## src/sv/bvs_pkg.sv

```systemverilog
`timescale 1ns / 1ps

package bvs_pkg;

  // Byte codes of the bencode grammar
  localparam logic [7:0] ChE     = 8'h65;  // 'e'
  localparam logic [7:0] ChD     = 8'h64;  // 'd'
  localparam logic [7:0] ChL     = 8'h6c;  // 'l'
  localparam logic [7:0] ChI     = 8'h69;  // 'i'
  localparam logic [7:0] ChColon = 8'h3a;  // ':'
  localparam logic [7:0] Ch0     = 8'h30;  // '0'
  localparam logic [7:0] Ch9     = 8'h39;  // '9'

  // Field widths
  localparam int unsigned DepthCfgW = 5;
  localparam int unsigned LengthW   = 16;
  localparam int unsigned StatusW   = 2;

  // Result status codes
  typedef enum logic [StatusW-1:0] {
    ST_BUSY  = 2'd0,
    ST_DONE  = 2'd1,
    ST_ERROR = 2'd2,
    ST_DROP  = 2'd3
  } status_e;

  // Kind of an open list or dictionary frame
  typedef enum logic [1:0] {
    KIND_LIST = 2'd0,
    KIND_KEY  = 2'd1,
    KIND_VAL  = 2'd2
  } kind_e;

  // Parser phase, one-hot
  typedef enum logic [4:0] {
    PH_START   = 5'b00001,
    PH_INT     = 5'b00010,
    PH_LEN     = 5'b00100,
    PH_DATA    = 5'b01000,
    PH_DISCARD = 5'b10000
  } phase_e;

  // Command from the parser to the frame stack
  typedef struct packed {
    logic  accept;     // a word is consumed this cycle
    logic  push;       // open a new frame
    logic  pop;        // close the top frame
    kind_e keep_kind;  // updated kind of the current top
    kind_e new_kind;   // kind of the frame being opened
  } stack_cmd_t;

endpackage

```

## src/sv/bvs_frame_stack.sv

```systemverilog
`timescale 1ns / 1ps

module bvs_frame_stack #(
  parameter int unsigned STACK_DEPTH = 32
) (
  input  logic                            clk_i,
  input  logic                            rst_ni,
  input  bvs_pkg::stack_cmd_t             cmd_i,
  input  logic [$clog2(STACK_DEPTH)-1:0]  depth_i,
  output bvs_pkg::kind_e                  top_o
);
  import bvs_pkg::*;

  localparam int unsigned DW = $clog2(STACK_DEPTH);

  // Frames below the top; the top frame itself lives in top_q
  kind_e            mem [STACK_DEPTH];
  kind_e            top_q, top_d;
  kind_e            rd_q;
  kind_e            fwd_kind_q;
  logic             fwd_q;
  logic  [DW-1:0]   rd_addr;
  kind_e            below;

  // Frame under the top: forward a push that wrote it on the previous accepted word
  assign below = fwd_q ? fwd_kind_q : rd_q;
  assign top_o = top_q;

  // Prefetch the frame below the next top
  always_comb begin
    if (cmd_i.push) begin
      rd_addr = depth_i;
    end else if (cmd_i.pop) begin
      rd_addr = depth_i - DW'(2);
    end else begin
      rd_addr = depth_i - DW'(1);
    end
  end

  // Select the next top frame
  always_comb begin
    if (cmd_i.push) begin
      top_d = cmd_i.new_kind;
    end else if (cmd_i.pop) begin
      top_d = below;
    end else begin
      top_d = cmd_i.keep_kind;
    end
  end

  // Memory: spill the old top on push, read one entry per word
  always_ff @(posedge clk_i) begin
    if (cmd_i.accept) begin
      if (cmd_i.push) begin
        mem[depth_i] <= cmd_i.keep_kind;
      end
      rd_q       <= mem[rd_addr];
      fwd_kind_q <= cmd_i.keep_kind;
    end
  end

  always_ff @(posedge clk_i or negedge rst_ni) begin
    if (!rst_ni) begin
      top_q <= KIND_LIST;
      fwd_q <= 1'b0;
    end else if (cmd_i.accept) begin
      top_q <= top_d;
      fwd_q <= cmd_i.push;
    end
  end

endmodule

```

## src/sv/bencode_value_skipper.sv

```systemverilog
`timescale 1ns / 1ps

// Channel   Direction  Words                         Handshake
// s_axis    in         tdata=data_byte, tlast=is_last tvalid/tready
// m_axis    out        tdata=value_length, tuser=status tvalid/tready
// cfg       in         cfg_data_i=max_depth           cfg_valid_i/cfg_ready_o
//
// One word per cycle unless stalled; each word yields one registered result.
// Frame kinds sit in a one-read one-write synchronous memory; the frame below
// the top is prefetched each word, with a bypass when a push wrote it on the
// word accepted before.
// Reset is asynchronous active low and clears phase, depth and counters; the
// stack memory needs no clearing pass. A two-entry output buffer keeps taking
// words while the sink stalls; s_axis_tready drops only when both are full.

module bencode_value_skipper #(
  parameter int unsigned      STACK_DEPTH = 32,
  parameter longint unsigned  MAX_BYTES   = 65535
) (
  input  logic        clk_i,
  input  logic        rst_ni,
  // input stream
  input  logic        s_axis_tvalid,
  output logic        s_axis_tready,
  input  logic [7:0]  s_axis_tdata,   // [7:0] data_byte
  input  logic        s_axis_tlast,   // is_last
  // result stream
  output logic        m_axis_tvalid,
  input  logic        m_axis_tready,
  output logic [15:0] m_axis_tdata,   // [15:0] value_length
  output logic [1:0]  m_axis_tuser,   // [1:0] status
  // configuration
  input  logic        cfg_valid_i,
  output logic        cfg_ready_o,
  input  logic [4:0]  cfg_data_i      // max_depth
);
  import bvs_pkg::*;

  localparam int unsigned DW  = $clog2(STACK_DEPTH);
  localparam int unsigned CW  = $clog2(MAX_BYTES + 64'd1);
  localparam logic [6:0]  Lim = 7'(STACK_DEPTH - 1);

  typedef struct packed {
    status_e              status;
    logic [LengthW-1:0]   length;
  } result_t;

  // State
  phase_e                 phase_q, phase_d;
  logic [DW-1:0]          depth_q, depth_d;
  logic [CW-1:0]          sr_q, sr_d;
  logic [CW-1:0]          bytes_q, bytes_d;
  logic [DepthCfgW-1:0]   max_depth_q;
  kind_e                  top;
  stack_cmd_t             cmd;

  // Output buffer
  logic                   out_valid_q, skid_valid_q;
  result_t                out_q, skid_q, res;

  logic                   accept;
  logic [7:0]             b;
  logic [3:0]             digit;
  logic                   is_digit;
  logic [CW:0]            count;
  logic [CW+3:0]          sr_mul;
  logic [CW-1:0]          sr_dec;
  logic [6:0]             limit;
  logic                   err, item_done, done;

  assign accept        = s_axis_tvalid && s_axis_tready;
  assign s_axis_tready = !skid_valid_q;
  assign cfg_ready_o   = 1'b1;
  assign b             = s_axis_tdata;
  assign digit         = 4'(b - Ch0);
  assign is_digit      = (b >= Ch0) && (b <= Ch9);
  assign count         = (CW+1)'(bytes_q) + (CW+1)'(1);
  assign sr_mul        = ((CW+4)'(sr_q) << 3) + ((CW+4)'(sr_q) << 1) + (CW+4)'(digit);
  assign sr_dec        = (sr_q != '0) ? sr_q - CW'(1) : '0;
  assign limit         = (7'(max_depth_q) > Lim) ? Lim : 7'(max_depth_q);

  // Parse one byte
  always_comb begin
    phase_d       = phase_q;
    depth_d       = depth_q;
    sr_d          = sr_q;
    bytes_d       = bytes_q;
    res.status    = ST_BUSY;
    res.length    = '0;
    err           = 1'b0;
    item_done     = 1'b0;
    done          = 1'b0;
    cmd.accept    = accept;
    cmd.push      = 1'b0;
    cmd.pop       = 1'b0;
    cmd.keep_kind = top;
    cmd.new_kind  = (b == ChD) ? KIND_KEY : KIND_LIST;

    if (phase_q == PH_DISCARD) begin
      res.status = ST_DROP;
      if (s_axis_tlast) begin
        phase_d = PH_START;
        depth_d = '0;
        sr_d    = '0;
        bytes_d = '0;
      end
    end else begin
      if (64'(count) > MAX_BYTES) begin
        err = 1'b1;
      end else begin
        case (phase_q)
          PH_START: begin
            // advance the dictionary key/value alternation
            if (depth_q != '0) begin
              if (top == KIND_KEY && b != ChE) begin
                cmd.keep_kind = KIND_VAL;
              end else if (top == KIND_VAL) begin
                if (b == ChE) begin
                  err = 1'b1;
                end
                cmd.keep_kind = KIND_KEY;
              end
            end
            if (!err) begin
              if (b == ChE) begin
                if (depth_q == '0) begin
                  err = 1'b1;
                end else begin
                  cmd.pop = 1'b1;
                  depth_d = depth_q - DW'(1);
                  if (depth_q == DW'(1)) begin
                    done = 1'b1;
                  end
                end
              end else if (b == ChD || b == ChL) begin
                if (7'(depth_q) >= limit) begin
                  err = 1'b1;
                end else begin
                  cmd.push = 1'b1;
                  depth_d  = depth_q + DW'(1);
                end
              end else if (b == ChI) begin
                phase_d = PH_INT;
              end else if (is_digit) begin
                sr_d    = CW'(digit);
                phase_d = PH_LEN;
              end else begin
                err = 1'b1;
              end
            end
          end
          PH_INT: begin
            if (b == ChE) begin
              item_done = 1'b1;
            end
          end
          PH_LEN: begin
            if (is_digit) begin
              sr_d = sr_mul[CW-1:0];
              if (64'(sr_mul) > MAX_BYTES) begin
                err = 1'b1;
              end
            end else if (b == ChColon) begin
              if (sr_q == '0) begin
                item_done = 1'b1;
              end else begin
                phase_d = PH_DATA;
              end
            end else begin
              err = 1'b1;
            end
          end
          PH_DATA: begin
            sr_d = sr_dec;
            if (sr_dec == '0) begin
              item_done = 1'b1;
            end
          end
          default: begin
            err = 1'b1;
          end
        endcase
      end

      if (!err && item_done) begin
        phase_d = PH_START;
        sr_d    = '0;
        if (depth_q == '0) begin
          done = 1'b1;
        end
      end

      if (!err && done) begin
        res.status = ST_DONE;
        res.length = LengthW'(count);
        phase_d    = PH_START;
        depth_d    = '0;
        sr_d       = '0;
        bytes_d    = '0;
      end else if (err || s_axis_tlast) begin
        res.status = ST_ERROR;
        phase_d    = s_axis_tlast ? PH_START : PH_DISCARD;
        depth_d    = '0;
        sr_d       = '0;
        bytes_d    = '0;
      end else begin
        bytes_d = count[CW-1:0];
      end
    end
  end

  bvs_frame_stack #(
    .STACK_DEPTH(STACK_DEPTH)
  ) u_stack (
    .clk_i   (clk_i),
    .rst_ni  (rst_ni),
    .cmd_i   (cmd),
    .depth_i (depth_q),
    .top_o   (top)
  );

  // Hold parser state; advance on each accepted word
  always_ff @(posedge clk_i or negedge rst_ni) begin
    if (!rst_ni) begin
      phase_q     <= PH_START;
      depth_q     <= '0;
      sr_q        <= '0;
      bytes_q     <= '0;
      max_depth_q <= 5'd31;
    end else begin
      if (accept) begin
        phase_q <= phase_d;
        depth_q <= depth_d;
        sr_q    <= sr_d;
        bytes_q <= bytes_d;
      end
      if (cfg_valid_i) begin
        max_depth_q <= cfg_data_i;
      end
    end
  end

  // Output register plus skid entry
  always_ff @(posedge clk_i or negedge rst_ni) begin
    if (!rst_ni) begin
      out_valid_q  <= 1'b0;
      skid_valid_q <= 1'b0;
    end else if (!out_valid_q || m_axis_tready) begin
      if (skid_valid_q) begin
        out_valid_q  <= 1'b1;
        skid_valid_q <= accept;
      end else begin
        out_valid_q  <= accept;
      end
    end else if (accept) begin
      skid_valid_q <= 1'b1;
    end
  end

  always_ff @(posedge clk_i) begin
    if (!out_valid_q || m_axis_tready) begin
      if (skid_valid_q) begin
        out_q <= skid_q;
        if (accept) begin
          skid_q <= res;
        end
      end else if (accept) begin
        out_q <= res;
      end
    end else if (accept) begin
      skid_q <= res;
    end
  end

  assign m_axis_tvalid = out_valid_q;
  assign m_axis_tdata  = out_q.length;
  assign m_axis_tuser  = out_q.status;

endmodule

```

## config.mk

```make
export PLATFORM = sky130hd
export DESIGN_NAME = bencode_value_skipper
export DESIGN_NICKNAME = d
export VERILOG_FILES = /design/src/sv/bvs_pkg.sv /design/src/sv/bvs_frame_stack.sv /design/src/sv/bencode_value_skipper.sv
export SDC_FILE = /design/constraint.sdc
export NUM_CORES = 1
export LEC_CHECK = 0
export ABC_AREA = 1
export CORE_ASPECT_RATIO = 2
export CORE_MARGIN = 2
export CORE_UTILIZATION = 61
export CTS_BUF_LIST = sky130_fd_sc_hd__clkbuf_8 sky130_fd_sc_hd__clkbuf_16
export DETAILED_ROUTE_END_ITERATION = 8
export DONT_BUFFER_PORTS = 1
export GPL_TIMING_DRIVEN = 1
export MAX_ROUTING_LAYER = met4
export PLACE_DENSITY = 0.81
export SYNTH_ARGS = -nofsm -noshare
export SYNTH_HDL_FRONTEND = slang
export SYNTH_SLANG_ARGS = --single-unit
```

## constraint.sdc

```tcl
create_clock -name clk_i -period 5 [get_ports clk_i]
set_clock_uncertainty 0.1 [all_clocks]
set_input_delay 0.75 -clock clk_i [delete_from_list [all_inputs] [get_ports clk_i]]
set_output_delay 0.75 -clock clk_i [all_outputs]
set_load 0.005 [all_outputs]
```

==> results.md, run 1 <==
- Outcome: finished with violations
- Failing checks: DRC
- Detailed-route wire length: 30860 µm
- Clock slew at reported path FFs: 0.06 ns
- Sink Count: about 160
- Number of cell instances on the worst register-to-register path: 21
- Final setup vio count: 0
- Via count of the first global-routing pass: 9671
- Destination of the worst register-to-register timing path: bytes_q[0]$_DFFE_PN0P_
- Total die area: 18260 µm²
- CP required: around 5.2 ns
- Pin count of the biggest net entering global routing: 47
- Hold crit path type: in -> async
- Area overhead of the layout relative to synthesis: 7.398%
- EDFF count, synth: between 100 and 150
- Static Leakage: 0.005006 µW
- Number of antenna violations at the first check in global routing: 1
- Crit Path Max Fanout: 16
- Vertical die dimension: 189.1 µm
- Distinct cell type count of the synthesized netlist: 61
- Post-DR vias/cell: around 6.2
- Number of top-level design ports: 40
- Gate Count Post-Synth: 1333
- Synthesized flop and latch total: 156
- Net count of the mapped netlist: 1401
- CTS buffer count: 17
- Total of max-cap violations: 0
- Final hold violation count: 0
- Endpoint kind of the worst setup timing path: flip-flop
- Placeable core region: 16770 µm²
- Worst hold slack across all endpoints: 0.05921 ns
- Share of synthesized cell area in and, or, nand and nor gates: about a third
- Final weighted congestion in routability-driven placement: 1.077
- Max VDD drop: ~0.00025 V
- Routed wire per std cell: 19.86 µm
- Post-synthesis share of cell area spent on xor and xnor gates: 1.089%
- Number of detailed-routing iterations run before antenna repair: 9
- Max-slew headroom: 24.51%
- Summed negative setup slack over all endpoints: 0 ns
- Synth warn: 0
- Post-Syn Area per Cell: 7.841 µm²
- DR iter-0 viols: 968
- Cts hold-fix bufs: 1
- Power density over the cells: about 410 nW/µm²
- Slew Limit Fails: 0
- Global-route wire length before repair: about 48000 µm
- Clock root buffer: sky130_fd_sc_hd__clkbuf_16
- Reg2reg setup slack: around 0.77 ns
- Maximum level of the CTS H-tree: 4
- Reg2Reg Launch Point: sr_q[0]$_DFFE_PN0P_
- Quantity of I/O buffers inserted on ports: 0
- Initial core utilization: between 60% and 70%
- Combined area of all synthesized cells: 10450 µm²
- Aggregate global routing overflow: 0
- Ratio of final minimum period to clock period: 84.57%
- Clock latency of the later-clocked register in the worst-skew pair: ~0.43 ns
- Predominant post-synthesis flop cell: sky130_fd_sc_hd__edfxtp_1
- DRC violation count after routing: 1
- Async set or reset register ratio after synthesis: 33.33%
- Maximum clock rate: 236.5 MHz
- Width of the die: 96.56 µm
- Crit start category: flip-flop
- Critical Path AT: between 4 and 5 ns
- Final net count: 1400
- Count of filler cells inserted in the layout: roughly 1400
- Ratio of cells with drive above 1 in the final layout: 9.517%
- Sequential element share of the synthesized area: between 40% and 50%
- Number of gates resized after cts: 0
- Row cnt: 67
- Crit Path Class: reg -> reg
- Multiplexer area fraction after synthesis: less than 1%
- Area share of fa/ha/maj cells after synthesis: 6.009%
- Dominant combinational cell family by area after synthesis: simple AND/OR/NAND/NOR gates
- Total routing resource utilization after global routing: a little over a third
- Final HPWL DP: roughly 22000 µm
- Buffers from clock root to sink, at most: 2
- ANT nets after route: 0
- Post-layout minimum cycle time: 4.229 ns
- Via count: 9633
- Transition time at the pin with the least slew margin: 1.132 ns
- Post CTS Setup Buffer Count: 0
- Area fraction in compound gates after synthesis: ~8%
- Setup repair after global routing missed its margin: no
- CTS tree: yes
[stage by stage]
step | util [%] | power, µW | cell area (µm²) | setup WS, ns | instances
2_1_floorplan | - | 2797 | 10450 | 1.205 | 1333
3_3_place_gp | 63.34 | 3210 | 10620 | 0.6849 | 1519
3_5_place_dp | 63.34 | 3221 | 10620 | 0.5985 | 1519
4_1_cts | 66.93 | 4491 | 11220 | 0.8607 | 1552
5_1_grt | 66.96 | 4789 | 11230 | 0.4684 | 1554
6_report | 66.96 | 4568 | 11230 | 0.7714 | 1554
[synth_stat cells, types with 23 or more instances]
master | n | share of area [%]
sky130_fd_sc_hd__dfrtp_1 | 46 | 11
sky130_fd_sc_hd__nor2_1 | 150 | 5.4
sky130_fd_sc_hd__o22ai_1 | 23 | 1.4
sky130_fd_sc_hd__nand2_1 | 327 | 12
sky130_fd_sc_hd__nand4_1 | 31 | 1.9
sky130_fd_sc_hd__nand3_1 | 165 | 7.9
sky130_fd_sc_hd__nand2_2 | 23 | 1.4
sky130_fd_sc_hd__ha_1 | 47 | 5.6
sky130_fd_sc_hd__a21oi_1 | 31 | 1.5
sky130_fd_sc_hd__inv_1 | 157 | 5.6
sky130_fd_sc_hd__edfxtp_1 | 104 | 30
sky130_fd_sc_hd__o21ai_0 | 34 | 1.6
[power breakdown]
part / total, µW / internal (µW) / switching (µW)
Combinational: 1710 / 464 / 1250
Clock: 1270 / 733 / 539
Sequential: 1580 / 1520 / 61.0
[layout by cell type (no fill, tap or decap), types with 5 or more instances in the layout]
master                      instances
sky130_fd_sc_hd__nand2_1          327
sky130_fd_sc_hd__nand3_1          165
sky130_fd_sc_hd__inv_1            158
sky130_fd_sc_hd__nor2_1           150
sky130_fd_sc_hd__edfxtp_1         104
sky130_fd_sc_hd__ha_1              47
sky130_fd_sc_hd__dfrtp_1           46
sky130_fd_sc_hd__o21ai_0           34
sky130_fd_sc_hd__nand4_1           31
sky130_fd_sc_hd__a21oi_1           31
sky130_fd_sc_hd__nand2_2           23
sky130_fd_sc_hd__o22ai_1           23
sky130_fd_sc_hd__nor3_1            18
sky130_fd_sc_hd__clkbuf_16         17
sky130_fd_sc_hd__buf_4             16
sky130_fd_sc_hd__nand3b_1          15
sky130_fd_sc_hd__o31ai_1           13
sky130_fd_sc_hd__inv_2             10
sky130_fd_sc_hd__nor2_2             9
sky130_fd_sc_hd__xor2_1             7
sky130_fd_sc_hd__xnor2_1            6
sky130_fd_sc_hd__dfstp_2            6
sky130_fd_sc_hd__nor2_4             5
sky130_fd_sc_hd__clkinv_1           5
sky130_fd_sc_hd__a31oi_1            5
sky130_fd_sc_hd__nand3_2            5
sky130_fd_sc_hd__mux2_2             5
[registers in the layout, indices dropped and copies added, names as in the netlist]
name,count
m_axis_tvalid,1
max_depth_q,5
u_stack.fwd_q,1
u_stack.fwd_kind_q,2
u_stack.mem,64
phase_q,5
m_axis_tdata,16
bytes_q,16
sr_q,16
skid_q,18
m_axis_tuser,2
u_stack.top_o,2
skid_valid_q,1
u_stack.rd_q,2
depth_q,5
[how the worst max path moves through the flow]
stage / startpoint / end / slack [ns]
finish: sr_q[0]$_DFFE_PN0P_ / bytes_q[0]$_DFFE_PN0P_ / 0.77
global route: sr_q[0]$_DFFE_PN0P_ / bytes_q[15]$_DFFE_PN0P_ / 0.47
CTS: sr_q[0]$_DFFE_PN0P_ / bytes_q[0]$_DFFE_PN0P_ / 0.86
detailed placement: s_axis_tdata[3] / sr_q[0]$_DFFE_PN0P_ / 0.60
global placement: s_axis_tdata[3] / sr_q[14]$_DFFE_PN0P_ / 0.68
floorplan: bytes_q[0]$_DFFE_PN0P_ / u_stack.fwd_kind_q[0]$_DFFE_PP_ / 1.20
[cells by family after synthesis]
logic type                 count (synthesis)
and+or+nand+nor                          764
buffers and inverters                    210
DFF                                      156
AOI/OAI and AO/OA                        135
adders and majority gates                 49
xor gates and xnor gates                  13
muxes                                      5
other                                      1
[critical path, cell delays in order (launching register included)]
cell and delay, ns:
sky130_fd_sc_hd__dfrtp_1 0.39, sky130_fd_sc_hd__inv_1 0.15, sky130_fd_sc_hd__fa_1 0.52, sky130_fd_sc_hd__inv_1 0.07
sky130_fd_sc_hd__fa_1 0.47, sky130_fd_sc_hd__nand3_1 0.12, sky130_fd_sc_hd__nand2_1 0.12, sky130_fd_sc_hd__nand3_1 0.10
sky130_fd_sc_hd__nand2_1 0.11, sky130_fd_sc_hd__nand3_1 0.11, sky130_fd_sc_hd__nand2_1 0.05, sky130_fd_sc_hd__nand2_1 0.06
sky130_fd_sc_hd__nand2_1 0.05, sky130_fd_sc_hd__nor2_1 0.11, sky130_fd_sc_hd__nand2_1 0.13, sky130_fd_sc_hd__nand2_1 0.15
sky130_fd_sc_hd__nand3_4 0.20, sky130_fd_sc_hd__clkinv_2 0.17, sky130_fd_sc_hd__nand2_1 0.10, sky130_fd_sc_hd__inv_2 0.13
sky130_fd_sc_hd__nand2_1 0.39, sky130_fd_sc_hd__o22ai_1 0.31
[final cells by class]
cell class                      instances  area [µm²]  share of cell area, %
Clock buffer                           17       425.4                  3.790
Sequential cell                       156        4432                  39.48
Timing Repair Buffer                   17       147.6                  1.315
Tap cell                              207       259.0                  2.307
Inverter                              173       655.6                  5.840
Multi-Input combinational cell        967        5154                  45.91
Antenna cell                            2       5.005                0.04458
Clock inverter                         15       147.6                  1.315
[per-layer routing]
| metal | track usage, % | vias to the layer above | wire length (µm) |
|---|---|---|---|
| met2 | 63.49 | 505 | 16400 |
| met3 | 6.208 | 184 | 1915 |
| li1 | - | 4469 | - |
| met4 | 26.44 | 0 | 2644 |
| met5 | - | - | 0 |
| met1 | 35.00 | 4475 | 9899 |
Note: power is estimated with default switching activity, not from simulation.
==> inputs of run 2 (changes only) <==
==> constraint.sdc (replaced) <==
create_clock -name clk_i -period 3.9 [get_ports clk_i]
set_clock_uncertainty 0.1 [all_clocks]
set_input_delay 0.585 -clock clk_i [delete_from_list [all_inputs] [get_ports clk_i]]
set_output_delay 0.585 -clock clk_i [all_outputs]
set_load 0.005 [all_outputs]
==> results.md, run 2 (synthesis gave the netlist of run 1 again) <==
- Crit Path Class: reg -> reg
- ANT nets after route: 0 (unchanged)
- Total of max-cap violations: 0 (unchanged)
- Max-slew headroom: 45.88% (+21 points)
- Total die area: 18260 µm² (unchanged)
- Register with the most flip-flops: u_stack.mem
- Final net count: 1448 (+3.4%)
- Leading registers by flop count: u_stack.mem x64, skid_q x18
- Total routing resource utilization after global routing: 38.61% (+2.1 points)
- Vertical die dimension: 189.1 µm (unchanged)
- Number of detailed-routing iterations run before antenna repair: 5 (-4)
- Destination of the worst register-to-register timing path: m_axis_tdata[5]$_DFFE_PP_
- Setup slack at placement: 0.03668 ns (-0.5618 ns)
- DR iter-0 viols: 699 (-28%)
- Max reg flops: 64 (unchanged)
- Post-detailed-placement cell area: 10990 µm² (+3.5%)
- Buffers & Inverters on Critical Path: 3 (-1)
- Quantity of I/O buffers inserted on ports: 0 (unchanged)
- Setup repair after global routing missed its margin: no
- Final HPWL DP: 24160 µm (+9.1%)
- Min setup slack post-route: 0.1827 ns (-0.5887 ns)
- Post-route standard cell area excluding fillers: 11650 µm² (+3.8%)
- Most common library cell in the layout ignoring fill and taps: sky130_fd_sc_hd__nand2_1
- Number of placed instances with taps included: 1565 (+3.0%)
- Width of the die: 96.56 µm (unchanged)
- Endpoint kind of the worst setup timing path: flip-flop
- Pin count of the biggest net entering global routing: 53 (+13%)
- Hold crit path type: in -> reg
- Transition time at the pin with the least slew margin: 0.8033 ns (-0.3291 ns)
- CTS tree: yes
- Maximum clock rate: 269.0 MHz (+14%)
- Critical Path AT: 3.85 ns (-0.60 ns)
- Crit Path Max Fanout: 17 (+1)
- Outcome: completed
- Via count: 9847 (+2.2%)
- Final hold violation count: 0 (unchanged)
- Ratio of cells with drive above 1 in the final layout: 13.42% (+3.9 points)
- Final weighted congestion in routability-driven placement: 1.044 (-3.1%)
- Hold Crit Depth: 1
- Buffers from clock root to sink, at most: 2 (unchanged)
- Reg2reg setup slack: 0.18 ns (-0.59 ns)
- Post-layout minimum cycle time: 3.717 ns (-0.5113 ns)
- Post-DR vias/cell: 6.154 (-0.72%)
- Maximum level of the CTS H-tree: 4 (unchanged)
- Aggregate global routing overflow: 0 (unchanged)
- Detailed-route wire length: 32630 µm (+5.8%)
- Clock latency of the later-clocked register in the worst-skew pair: 0.44 ns (about the same)
- CP top delay family: simple AND/OR/NAND/NOR gates
- Sink Count: 156 (unchanged)
- Final Power: 6214 µW (+36%)
- Reg2Reg Launch Point: sr_q[1]$_DFFE_PN0P_
- Ratio of final minimum period to clock period: 95.32% (+11 points)
- Final setup vio count: 0 (unchanged)
- Max VDD drop: 0.0003500 V (+39%)
- Number of antenna violations at the first check in global routing: 0 (-1)
- Number of cell instances on the worst register-to-register path: 15 (-29%)
- DRC violation count after routing: 0 (-1)
- Number of top-level design ports: 40 (unchanged)
- Origin of the worst min-delay path: cfg_valid_i
- Power density over the cells: 533.3 nW/µm² (+31%)
- Clock root buffer: sky130_fd_sc_hd__clkbuf_16
- Clock slew at reported path FFs: 0.07 ns (about the same)
- CP required: 4.03 ns (-1.19 ns)
- Global-route wire length before repair: 50520 µm (+4.5%)
- Crit path max-delay cell type: sky130_fd_sc_hd__dfrtp_1
- Layout Cells excl Fill: 1600 (+3.0%)
- Placeable core region: 16770 µm² (unchanged)
- WHS Endpoint: max_depth_q[3]$_DFFE_PN1P_
- Max incr delay on CP: 0.45 ns (-0.07 ns)
- Cell Chain, Critical Path: inv_1 -> ha_1 -> nand4_1 -> nor2_1 -> nand2_4 -> o21ai_0 -> nand3_1 -> nor2_1 -> nand4_1 -> nand3_2 -> nand2_2 -> o21ai_2 -> inv_1 -> buf_4 -> o31ai_1
- Crit start category: flip-flop
- Highest-count cells in the layout ignoring fill and taps: sky130_fd_sc_hd__nand2_1 (325), sky130_fd_sc_hd__nand3_1 (161), sky130_fd_sc_hd__inv_1 (157)
- Routed wire per std cell: 20.40 µm (+2.7%)
- CTS buffer count: 17 (unchanged)
- Area overhead of the layout relative to synthesis: 11.49%
- Initial core utilization: 62.34% (unchanged)
- Via count of the first global-routing pass: 10180 (+5.3%)
- Row cnt: 67 (unchanged)
- Slew Limit Fails: 0 (unchanged)
- Summed negative setup slack over all endpoints: 0 ns (unchanged)
- Antenna cells: 0 (-2)
- Static Leakage: 0.005256 µW (+5.0%)
-- run 2: cell count changes in the layout (fill, tap and decap cells not counted), moves of 3 or more --
cell and delta:
sky130_fd_sc_hd__buf_4 +44, sky130_fd_sc_hd__nand3_1 -4, sky130_fd_sc_hd__nand3_2 +4, sky130_fd_sc_hd__clkinv_1 -3
-- run 2: worst reg2reg max path: cells and delay by family (launching register included) --
| family | cells | cell delay [ns] |
|---|---|---|
| AOI/OAI and AO/OA | 3 | 0.72 |
| adders and majority gates | 1 | 0.23 |
| buffers and inverters | 3 | 0.49 |
| DFF | 1 | 0.45 |
| and+or+nand+nor | 8 | 1.50 |
-- run 2: how the worst max path moves through the flow --
stage,startpoint,end,cells past startpoint
after floorplan,bytes_q[0]$_DFFE_PN0P_,u_stack.fwd_kind_q[0]$_DFFE_PP_,14
after global placement,s_axis_tdata[3],phase_q[2]$_DFFE_PN0P_,24
after detailed placement,s_axis_tdata[3],sr_q[6]$_DFFE_PN0P_,25
after CTS,sr_q[0]$_DFFE_PN0P_,m_axis_tdata[5]$_DFFE_PP_,15
after global routing,bytes_q[1]$_DFFE_PN0P_,u_stack.rd_q[0]$_DFFE_PP_,22
final,sr_q[1]$_DFFE_PN0P_,m_axis_tdata[5]$_DFFE_PP_,15
-- run 2: final cells by class --
cell class                 instances  area, µm²
sequential                       156       4432
inverter                         173      655.6
timing repair buffer              65      539.3
clock inverter                    15      138.9
clock buffer                      17      425.4
fill                            1369       5112
tap                              207      259.0
multi-input combinational        967       5204
-- run 2: report_power, final --
part / switching, µW / leakage (µW) / total, µW / internal (µW)
clock: 729 / 0.000280 / 1620 / 891
sequential: 65.5 / 0.00163 / 2020 / 1950
combinational: 1770 / 0.00335 / 2580 / 810
total: 2560 / 0.00526 / 6210 / 3650
-- run 2: what timing repair did --
action / in CTS / in global routing
setup buffers: 0 / 1
endpoints found under the hold margin: 52 / 0
endpoints found under the setup margin: 0 / 66
hold buffers: 2 / 0
resized for setup: 0 / 14
-- run 2: per-stage QoR --
step | hold slack [ns] | utilization (%)
after floorplan | 0.1894 | -
after global placement | 0.1904 | 65.55
after detailed placement | 0.1902 | 65.55
after CTS | 0.1238 | 69.14
after global routing | 0.1165 | 69.51
final | 0.1291 | 69.51
-- run 2: layer usage --
layer | global-route usage [%] | share of wire, %
met1 | 32.68 | 29
met2 | 66.80 | 54
met3 | 9.272 | 6.9
met4 | 33.48 | 10
met5 | - | 0
==> inputs of run 3 (changes only) <==
--- a/config.mk
+++ b/config.mk
@@ -5,9 +5,8 @@
 export SDC_FILE = /design/constraint.sdc
 export NUM_CORES = 1
 export LEC_CHECK = 0
-export ABC_AREA = 1
 export CORE_ASPECT_RATIO = 2
-export CORE_MARGIN = 2
+export CORE_MARGIN = 4
 export CORE_UTILIZATION = 61
 export CTS_BUF_LIST = sky130_fd_sc_hd__clkbuf_8 sky130_fd_sc_hd__clkbuf_16
 export DETAILED_ROUTE_END_ITERATION = 8
==> results.md, run 3 <==
- Outcome: finished with violations
- Failing checks: setup timing
- Post-route standard cell area excluding fillers: 11800 µm² (+1.3%)
- Register cell area after layout: 4432 µm² (unchanged)
- Clock slew at reported path FFs: 0.07 ns (about the same)
- Vertical die dimension: 185.9 µm (-1.7%)
- Reg2Reg Launch Point: bytes_q[1]$_DFFE_PN0P_
- Max reg flops: 64 (unchanged)
- Transition time at the pin with the least slew margin: 0.8063 ns (+0.003012 ns)
- Worst hold slack across all endpoints: 0.1003 ns (-0.02877 ns)
- Predominant post-synthesis flop cell: sky130_fd_sc_hd__edfxtp_1
- CP required: 3.97 ns (-0.06 ns)
- Area overhead of the layout relative to synthesis: 22.22%
- Capture point of the critical path: u_stack.rd_q[1]$_DFFE_PP_
- Setup repair after global routing missed its margin: yes
- CTS buffer count: 17 (unchanged)
- Final hold violation count: 0 (unchanged)
- Crit Path Max Fanout: 7 (-10)
- Endpoint kind of the worst setup timing path: flip-flop
- Number of top-level design ports: 40 (unchanged)
- Number of cell instances on the worst register-to-register path: 16 (+1)
- Via count: 8826 (-10%)
- Crit path from: bytes_q[1]$_DFFE_PN0P_
- Clock latency of the later-clocked register in the worst-skew pair: 0.44 ns (about the same)
- DR iter-0 viols: 790 (+13%)
- Synth area leaders: sky130_fd_sc_hd__edfxtp_1 (32%), sky130_fd_sc_hd__dfrtp_1 (12%), sky130_fd_sc_hd__ha_1 (6.1%)
- Summed negative setup slack over all endpoints: -0.2346 ns (-0.2346 ns)
- Max VDD drop: 0.0002721 V (-22%)
- Critical Path AT: 4.10 ns (+0.25 ns)
- Dominant combinational cell family by area after synthesis: simple AND/OR/NAND/NOR gates
- Max-slew headroom: 46.25% (+0.37 points)
- Number of detailed-routing iterations run before antenna repair: 5 (unchanged)
- Ratio of cells with drive above 1 in the final layout: 25.34% (+12 points)
- Final net count: 1152 (-20%)
- EDFF count, synth: 104 (unchanged)
- Global-route wire length before repair: 43620 µm (-14%)
- Hold crit path type: in -> reg
- Yosys top cell by area: sky130_fd_sc_hd__edfxtp_1
- Antenna cells: 0 (unchanged)
- Area fraction in compound gates after synthesis: 18.44% (+10 points)
- Count of filler cells inserted in the layout: 930 (-32%)
- Post-DR vias/cell: 6.815 (+11%)
- Placeable core region: 15450 µm² (-7.8%)
- Register with the most flip-flops: u_stack.mem
- Total routing resource utilization after global routing: 31.99% (-6.6 points)
- Detailed-route wire length: 29780 µm (-8.8%)
- Share of synthesized cell area in and, or, nand and nor gates: 18.67% (-15 points)
- Routed wire per std cell: 22.99 µm (+13%)
- Slew Limit Fails: 0 (unchanged)
- Via count of the first global-routing pass: 8785 (-14%)
- Static Leakage: 0.004867 µW (-7.4%)
- Destination of the worst register-to-register timing path: u_stack.rd_q[1]$_DFFE_PP_
- Initial core utilization: 62.48% (+0.14 points)
- Buffers from clock root to sink, at most: 2 (unchanged)
- Ratio of final minimum period to clock period: 103.4% (+8.1 points)
- Total area of multi-input combinational cells: 5289 µm² (+1.6%)
- Post-detailed-placement cell area: 10680 µm² (-2.8%)
- Sequential element share of the synthesized area: 45.89% (+3.5 points)
- Layout Cells excl Fill: 1295 (-19%)
- Combined area of all synthesized cells: 9657 µm² (-7.6%)
- Total die area: 18030 µm² (-1.3%)
- DRC violation count after routing: 0 (unchanged)
- Post-synthesis share of cell area spent on xor and xnor gates: 3.174% (+2.1 points)
- Leading post-synthesis cells by instance count: sky130_fd_sc_hd__edfxtp_1 (104), sky130_fd_sc_hd__nor2_1 (103), sky130_fd_sc_hd__nand2_1 (89)
- Highest-count cells in the layout ignoring fill and taps: sky130_fd_sc_hd__buf_4 (128), sky130_fd_sc_hd__edfxtp_1 (104), sky130_fd_sc_hd__nor2_1 (101)
- Number of placed instances with taps included: 1243 (-21%)
- Reg2reg setup slack: -0.13 ns (-0.32 ns)
- Maximum clock rate: 247.9 MHz (-7.8%)
- Total of max-cap violations: 0 (unchanged)
- Quantity of I/O buffers inserted on ports: 0 (unchanged)
- Most common library cell in the layout ignoring fill and taps: sky130_fd_sc_hd__buf_4
- Synth warn: 0 (unchanged)
- Net count of the mapped netlist: 1037 (-26%)
- Post-layout minimum cycle time: 4.034 ns (+0.3166 ns)
- Area share of fa/ha/maj cells after synthesis: 6.504% (+0.50 points)
- CTS tree: yes
- Top-count cell post-synth: sky130_fd_sc_hd__edfxtp_1
- Row cnt: 64 (-4.5%)
- Post-Syn Area per Cell: 9.966 µm² (+27%)
- Final HPWL DP: 19800 µm (-18%)
- Sink Count: 156 (unchanged)
- Power density over the cells: 368.0 nW/µm² (-31%)
- Async set or reset register ratio after synthesis: 33.33% (unchanged)
- Min setup slack post-route: -0.1339 ns (-0.3166 ns)
- Number of antenna violations at the first check in global routing: 0 (unchanged)
- Pin count of the biggest net entering global routing: 53 (unchanged)
- Final weighted congestion in routability-driven placement: 0.9738 (-6.7%)
- Aggregate global routing overflow: 0 (unchanged)
- Leading registers by flop count: u_stack.mem x64, skid_q x18
- Final setup vio count: 3 (+3)
- Proportion of netlist area held by the largest area contributor: 32.34% (+2.5 points)
- Width of the die: 96.97 µm (+0.42%)
- Crit start category: flip-flop
- Synthesized flop and latch total: 156 (unchanged)
- Crit Path Class: reg -> reg
- ANT nets after route: 0 (unchanged)
- Clock root buffer: sky130_fd_sc_hd__clkbuf_16
- Multiplexer area fraction after synthesis: 4.107% (+3.6 points)
- Setup slack at placement: -0.2535 ns (-0.2902 ns)
- Gate Count Post-Synth: 969 (-27%)
- Distinct cell type count of the synthesized netlist: 89 (+46%)
- Maximum level of the CTS H-tree: 4 (unchanged)
## run 3: cells by family after synthesis
kind of cell / count (synthesis)
AO/OA/AOI/OAI: 265
other: 1
XOR/XNOR: 35
adder cells (fa/ha/maj): 49
buffers and inverters: 70
flip-flops: 156
AND/OR/NAND/NOR: 357
multiplexers: 36
## run 3: final cells by class
cell class | count | share of cell area [%]
clock inverters | 15 | 1.166
flip-flops and latches | 156 | 37.55
inverters | 23 | 0.7315
multi-input cells | 743 | 44.81
well taps | 198 | 2.099
repair buffers | 143 | 10.04
clock buffers | 17 | 3.604
## run 3: critical path, cell delays in order, from the launching register on
cell	delay, ns
sky130_fd_sc_hd__dfrtp_1	0.44
sky130_fd_sc_hd__ha_2	0.27
sky130_fd_sc_hd__buf_4	0.19
sky130_fd_sc_hd__a21oi_2	0.06
sky130_fd_sc_hd__buf_4	0.14
sky130_fd_sc_hd__o31ai_2	0.30
sky130_fd_sc_hd__o31ai_2	0.16
sky130_fd_sc_hd__nand2_1	0.14
sky130_fd_sc_hd__nor3_2	0.07
sky130_fd_sc_hd__buf_4	0.16
sky130_fd_sc_hd__nor3_2	0.34
sky130_fd_sc_hd__nor2_4	0.12
sky130_fd_sc_hd__buf_4	0.17
sky130_fd_sc_hd__mux2_2	0.28
sky130_fd_sc_hd__o22ai_1	0.18
sky130_fd_sc_hd__a221oi_1	0.08
sky130_fd_sc_hd__mux4_2	0.54
## run 3: power by group
| part | internal, µW | total, µW | switching, µW |
|---|---|---|---|
| clock | 888 | 1620 | 730 |
| combinational | 289 | 779 | 490 |
| sequential | 1900 | 1950 | 47.0 |
| total | 3080 | 4340 | 1270 |
## run 3: worst min path at each step
stage / startpoint / to / depth (start not counted)
3_3_place_gp: rst_ni / bytes_q[13]$_DFFE_PN0P_ / 0
3_5_place_dp: rst_ni / bytes_q[14]$_DFFE_PN0P_ / 0
2_1_floorplan: rst_ni / bytes_q[0]$_DFFE_PN0P_ / 0
6_report: cfg_valid_i / max_depth_q[3]$_DFFE_PN1P_ / 1
4_1_cts: cfg_valid_i / max_depth_q[3]$_DFFE_PN1P_ / 1
5_1_grt: cfg_valid_i / max_depth_q[4]$_DFFE_PN1P_ / 1
## run 3: metal layers
metal	wire [µm]	up-vias	GRT usage [%]
li1	-	3876	-
met3	1939	211	5.701
met2	15690	550	59.41
met4	2752	0	24.75
met5	0	-	-
met1	9393	4189	28.02
## run 3: what timing repair did
| action | in CTS | in global routing |
|---|---|---|
| hold buffers | 2 | 0 |
| setup endpoints to repair | 26 | 61 |
| hold endpoints to repair | 52 | 0 |
| buffers inserted | 4 | 13 |
| resized for setup | 13 | 69 |
| pin swaps | 3 | 37 |
| cloned | 0 | 1 |
## run 3: stage by stage
step	total power, µW	utilization [%]
5_1_grt	4468	76.37
3_5_place_dp	2642	69.10
6_report	4344	76.37
3_3_place_gp	2621	69.10
4_1_cts	4241	73.62
2_1_floorplan	2374	-
